`src/hw/rtl/distance_vector_route_table_core_defines.svh`:
```
// ----------------------------------------------------------------------------
// Route table core assertion macros
// Concurrent property wrappers; empty when SYNTHESIS is defined.
// ----------------------------------------------------------------------------
`ifndef DISTANCE_VECTOR_ROUTE_TABLE_CORE_DEFINES_SVH
`define DISTANCE_VECTOR_ROUTE_TABLE_CORE_DEFINES_SVH

`ifndef SYNTHESIS

`define DVRT_ASSERT_IMPL(label, clk, rst, ante, cons) \
   label: assert property (@(posedge clk) disable iff (rst) (ante) |-> (cons)) \
      else $error("assertion failed");

`define DVRT_ASSERT_NEXT(label, clk, rst, ante, cons) \
   label: assert property (@(posedge clk) disable iff (rst) (ante) |=> (cons)) \
      else $error("assertion failed");

`else

`define DVRT_ASSERT_IMPL(label, clk, rst, ante, cons)

`define DVRT_ASSERT_NEXT(label, clk, rst, ante, cons)

`endif

`endif

```
`src/hw/rtl/dvrt_pkg.sv`:
```
// ----------------------------------------------------------------------------
// Route table core package
// Field widths, fixed-point constants, command and register codes.
// ----------------------------------------------------------------------------
`default_nettype none

package dvrt_pkg;

   localparam int DATA_W    = 24;
   localparam int LINK_W    = 6;
   localparam int NODE_W    = 8;
   localparam int CSR_IDX_W = 2;
   localparam int SCALE_W   = 18;
   localparam int NUM_W     = DATA_W + SCALE_W;
   localparam int CNT_W     = $clog2(DATA_W);

   localparam logic [DATA_W-1:0]  MAX_DIST     = '1;
   localparam logic [SCALE_W-1:0] WEIGHT_SCALE = 18'd256000;

   typedef enum logic [1:0] {
      CMD_HOST   = 2'd0,
      CMD_ADV    = 2'd1,
      CMD_LOOKUP = 2'd2
   } cmd_type;

   typedef enum logic [CSR_IDX_W-1:0] {
      CSR_SELF_ID   = 2'd0,
      CSR_TOLERANCE = 2'd1
   } csr_index_type;

endpackage

`default_nettype wire

```
`src/hw/rtl/dvrt_div.sv`:
```
// ----------------------------------------------------------------------------
// Link weight divider
// Scales occupancy by 256000 and divides by rate one quotient bit per cycle,
// saturating at the 24-bit maximum. Operands must hold until done.
// ----------------------------------------------------------------------------
`default_nettype none

module dvrt_div
   import dvrt_pkg::*;
(
   input  wire logic              clock,
   input  wire logic              reset,
   input  wire logic              start,
   input  wire logic [DATA_W-1:0] occupancy,
   input  wire logic [DATA_W-1:0] rate,
   output logic                   done,
   output logic [DATA_W-1:0]      quotient
);

   typedef enum logic [3:0] {
      D_IDLE = 4'b0001,
      D_MUL  = 4'b0010,
      D_LOAD = 4'b0100,
      D_DIV  = 4'b1000
   } div_state_type;

   div_state_type      state_ff, state_in;
   logic [NUM_W-1:0]   num_ff;
   logic [DATA_W-1:0]  rem_ff;
   logic [DATA_W-1:0]  quo_ff;
   logic [CNT_W-1:0]   cnt_ff;
   logic               sat_ff;
   logic               done_ff;
   logic [DATA_W+1:0]  trial;

   assign trial = {1'b0, rem_ff, quo_ff[DATA_W-1]} - {2'b00, rate};

   always_comb begin
      state_in = state_ff;
      unique case (state_ff)
         D_IDLE: if (start) state_in = D_MUL;
         D_MUL:  state_in = D_LOAD;
         D_LOAD: state_in = D_DIV;
         D_DIV:  if (cnt_ff == '0) state_in = D_IDLE;
         default: state_in = D_IDLE;
      endcase
   end

   always_ff @(posedge clock) begin
      if (reset) begin
         state_ff <= D_IDLE;
         done_ff  <= 1'b0;
      end else begin
         state_ff <= state_in;
         done_ff  <= (state_ff == D_DIV) && (cnt_ff == '0);
      end
   end

   always_ff @(posedge clock) begin
      unique case (state_ff)
         D_MUL: begin
            num_ff <= NUM_W'(occupancy) * NUM_W'(WEIGHT_SCALE);
         end
         D_LOAD: begin
            sat_ff <= {{(DATA_W-SCALE_W){1'b0}}, num_ff[NUM_W-1:DATA_W]} >= rate;
            rem_ff <= {{(DATA_W-SCALE_W){1'b0}}, num_ff[NUM_W-1:DATA_W]};
            quo_ff <= num_ff[DATA_W-1:0];
            cnt_ff <= CNT_W'(DATA_W - 1);
         end
         D_DIV: begin
            if (!trial[DATA_W+1]) begin
               rem_ff <= trial[DATA_W-1:0];
            end else begin
               rem_ff <= {rem_ff[DATA_W-2:0], quo_ff[DATA_W-1]};
            end
            quo_ff <= {quo_ff[DATA_W-2:0], ~trial[DATA_W+1]};
            cnt_ff <= cnt_ff - 1'b1;
         end
         default: begin
         end
      endcase
   end

   assign done     = done_ff;
   assign quotient = sat_ff ? MAX_DIST : quo_ff;

endmodule

`default_nettype wire
```
`config.mk`:
```
export PLATFORM = sky130hd
export DESIGN_NAME = dvrt_div
export DESIGN_NICKNAME = d
export VERILOG_FILES = /design/src/hw/rtl/distance_vector_route_table_core_defines.svh /design/src/hw/rtl/dvrt_pkg.sv /design/src/hw/rtl/dvrt_div.sv
export SDC_FILE = /design/constraint.sdc
export NUM_CORES = 1
export LEC_CHECK = 0
export ABC_AREA = 1
export CELL_PAD_IN_SITES_DETAIL_PLACEMENT = 0
export CELL_PAD_IN_SITES_GLOBAL_PLACEMENT = 1
export CORE_AREA = 4 4 149 151
export DETAILED_ROUTE_END_ITERATION = 10
export DIE_AREA = 0 0 153 155
export DONT_BUFFER_PORTS = 1
export PLACE_DENSITY = 0.88
export SLEW_MARGIN = 20
export SYNTH_ARGS = -nofsm -noshare
export SYNTH_HDL_FRONTEND = slang
export SYNTH_SLANG_ARGS = --single-unit
```
`constraint.sdc`:
```
create_clock -name clock -period 5.43 [get_ports clock]
set_input_delay 1.086 -clock clock [delete_from_list [all_inputs] [get_ports clock]]
set_output_delay 1.086 -clock clock [all_outputs]
set_load 0.005 [all_outputs]
```
==> flow_metrics.py <==
metrics = {
    "synth": {
        "yosys_warnings": 0,
        "avgSynthCellArea_um2": 7.86,
        "synth_seq_cells": 90,
        "syn_inst": 1315,
        "ys_seq_area_share_pct": 25.7,
        "synth_nets": 1565,
        "yosysUniqueCellTypes": 41,
        "synth_area_um2": 10300,
    },
    "die": {
        "rows": 53,
        "pin_count": 76,
        "design.core.area_um2": 20800,
        "die-area_um2": 23700,
        "die_w_um": 153,
        "die_height_um": 155,
        "start_util_pct": 49.6,
    },
    "grt": {
        "track_usage_pct": 20.3,
        "grt-ovfl-total": 0,
        "grt_antenna_before_repair": 0,
        "grt_pass1_wl_um": 39700,
        "grt_max_degree": 56,
        "grt_pass1_vias": 8275,
    },
    "timing": {
        "hold_violations": 0,
        "rsz0062_at_grt": "false",
        "setup_viol": 0,
        "setup_ws_ns": 0.705,
        "period_share_pct": 87.0,
        "fmax_ghz": 0.212,
        "skew_ns": 0.0130,
        "max_slew_margin_pct": 47.8,
        "final.setup.tns_ns": 0,
        "final_max_slew_viol_count": 0,
        "period_minus_slack_ns": 4.73,
        "worst_pin_slew_ns": 0.782,
    },
    "route": {
        "routed_wl_um": 22900,
        "drc_errors": 0,
        "drt_first_pass_iters": 5,
        "avgViaCountPerCell": 5.01,
        "drt-initial-drc-count": 442,
        "ant_nets": 0,
        "vias": 7987,
        "routedWlPerCell_um": 14.4,
    },
    "worst_setup_path": {
        "worstPathRequired_ns": 5.52,
        "path_cells": "inv_1 > fa_1 > fa_1 > fa_1 > fa_1 > inv_1 > ha_1 > a21oi_1 > o21ai_0 > a21oi_1 > nor2_1 > nor2_1 > nand2_1 > nand2_1 > nand2_1",
        "cpMostUsedCell": "fa_1",
        "worst-path-max-fanout": 5,
        "critPathCaptureType": "register",
        "startpoint_type": "input port",
        "reg2reg_to": "rem_ff[16]",
        "cp_slowest_cell": "fa_1",
        "rrSetupSlack_ns": 2.72,
        "crit_path_max_incr_delay_ns": 0.55,
        "critPathKind": "input port to register",
        "r2r_cells": 12,
        "r2r_start": "rem_ff[7]",
        "cp.arrival_ns": 4.82,
    },
    "power_and_ir_drop": {
        "leakage_uw": 0.00558,
        "irDropWorstVdd_mv": 0.226,
        "finalPower_uw": 4490,
        "power_density_nw_per_um2": 410,
    },
    "final_layout": {
        "antenna_cells": 0,
        "final.fill_count": 2058,
        "design_area_um2": 11000,
        "drive_above_1_share_pct": 3.33,
        "area_growth_pct": 6.08,
        "layout.nets": 1565,
    },
    "hold_path": {
        "hold_path_end": "quo_ff[23]",
        "min_from": "num_ff[23]",
        "hold_path_depth": 2,
        "hold_path_class": "register to register",
    },
    "place": {
        "dpl.hpwl_um": 19600,
        "place_congestion": 0.918,
        "dpl_cell_area_um2": 10600,
        "io_buffers": 0,
        "preCtsSetupSlack_ns": 0.358,
    },
    "clocking": {
        "htree_levels": 3,
        "numCtsBuffers": 9,
        "clock-sinks": 90,
        "cts_tree": "yes",
        "cts_hold_buffers": 0,
        "cts_root_buf": "clkbuf_16",
        "cts_resized": 0,
        "post-cts-setup-buffers": 0,
        "clk_path_buf_depth": 2,
        "clkSlewWorstSetupHoldPaths_ns": 0.06,
        "clkLatencyLatePin_ns": 0.34,
    },
    "run": {
        "drv_cap": 0,
    },
    "outcome": {
        "status": "completed",
    },
}
==> flip-flops by register name, summed over array words and instances (netlist names) <==
signal,cells
sat_ff,1
num_ff,31
done,1
state_ff,4
cnt_ff,5
quo_ff,24
rem_ff,24
==> per-layer routing <==
layer | up-vias | GRT usage [%] | share of wire, %
met4 | 0 | 5.98 | 2.6
met2 | 144 | 35.8 | 48
li1 | 4132 | - | -
met5 | - | 0 | 0
met1 | 3676 | 26.7 | 46
met3 | 35 | 2.17 | 3.0
==> cell usage after synthesis <==
library cell  number  area, µm²
a211oi_1           2       15.0
a21o_1             4       30.0
a21oi_1           58        290
a21oi_4            1       16.3
a31oi_1            1       6.26
buf_1              2       7.51
buf_2              3       15.0
buf_4              1       7.51
buf_6              3       33.8
clkbuf_1           8       30.0
dfxtp_1            5        100
edfxtp_1          85       2550
fa_1              87       1740
ha_1             112       1400
inv_1            284       1070
inv_2              6       22.5
nand2_1          363       1360
nand2_2            3       18.8
nand2_4            1       11.3
nand3_1           61        305
nand3_2            1       10.0
nand3b_1          26        195
nand3b_4           1       20.0
nand4_1           17        106
nor2_1            77        289
nor2_2             3       18.8
nor2_4             1       11.3
nor3_1            16       80.1
nor3_2             2       20.0
nor4_1             1       6.26
o211ai_1           1       7.51
o21a_1             1       7.51
o21ai_0           34        170
o21ai_1            3       15.0
o21bai_1           3       22.5
o221ai_1           1       8.76
or2_1              1       6.26
or2_2              2       12.5
or3_1              1       6.26
xnor2_1           15        131
xor2_1            18        158
==> worst max path at each step <==
stage | startpoint | endpoint | slack (ns)
global route | occupancy[5] | num_ff[41] | 0.47
CTS | occupancy[15] | num_ff[40] | 0.71
global placement | occupancy[15] | num_ff[40] | 0.39
floorplan | occupancy[16] | num_ff[41] | 0.78
detailed placement | occupancy[12] | num_ff[40] | 0.36
finish | occupancy[12] | num_ff[40] | 0.70
==> worst max-delay path, delay by kind of cell <==
kind	cells	cell delay, ns
fa+ha+maj	5	2.38
compound gates	3	0.73
simple gates	5	0.38
buf+inv	2	0.24
==> logic make-up (layout without fill, tap and decap cells) <==
| logic type | count (synthesis) | in the layout | synth area share (%) |
|---|---|---|---|
| compound gates | 109 | 109 | 5.70 |
| xor+xnor | 33 | 33 | 2.80 |
| fa+ha+maj | 199 | 199 | 30.4 |
| buf+inv | 307 | 312 | 11.4 |
| flops | 90 | 90 | 25.7 |
| simple gates | 577 | 577 | 24.0 |
==> where the power goes <==
group	leakage, µW	internal [µW]	switching [µW]
logic	0.00462	1040	1800
clock network	0.000153	406	261
registers	0.000807	960	23.0
total	0.00558	2410	2080
==> cells in the final DEF (no fill, tap or decap), types with 2 or more instances in the layout <==
master,count
nand2_1,362
inv_1,284
ha_1,112
fa_1,87
edfxtp_1,85
nor2_1,77
nand3_1,61
a21oi_1,58
o21ai_0,34
nand3b_1,26
xor2_1,18
nand4_1,17
nor3_1,15
xnor2_1,15
clkbuf_16,9
inv_2,6
buf_4,6
dfxtp_1,5
a21o_1,4
nand2_2,4
o21bai_1,3
nor2_2,3
o21ai_1,3
a211oi_1,2
nor3_2,2
or2_2,2
bufinv_16,2
inv_6,2
==> metrics by stage <==
| step | hold slack (ns) | std cells | utilization, % |
|---|---|---|---|
| 2_1_floorplan | 0.500 | 1315 | - |
| 3_3_place_gp | 0.506 | 1579 | 51.1 |
| 3_5_place_dp | 0.511 | 1579 | 51.1 |
| 4_1_cts | 0.525 | 1595 | 52.7 |
| 5_1_grt | 0.555 | 1595 | 52.7 |
| 6_report | 0.521 | 1595 | 52.7 |
==> cell type report <==
cell class | instances | area (µm²) | share of cell area (%)
timing repair buffer | 6 | 45.0 | 0.411
sequential | 90 | 2650 | 24.2
clock inverter | 6 | 90.1 | 0.822
inverter | 290 | 1090 | 9.93
tap | 275 | 344 | 3.14
clock buffer | 10 | 229 | 2.09
multi-input combinational | 918 | 6520 | 59.4
Power figures use the tool's default switching activity.
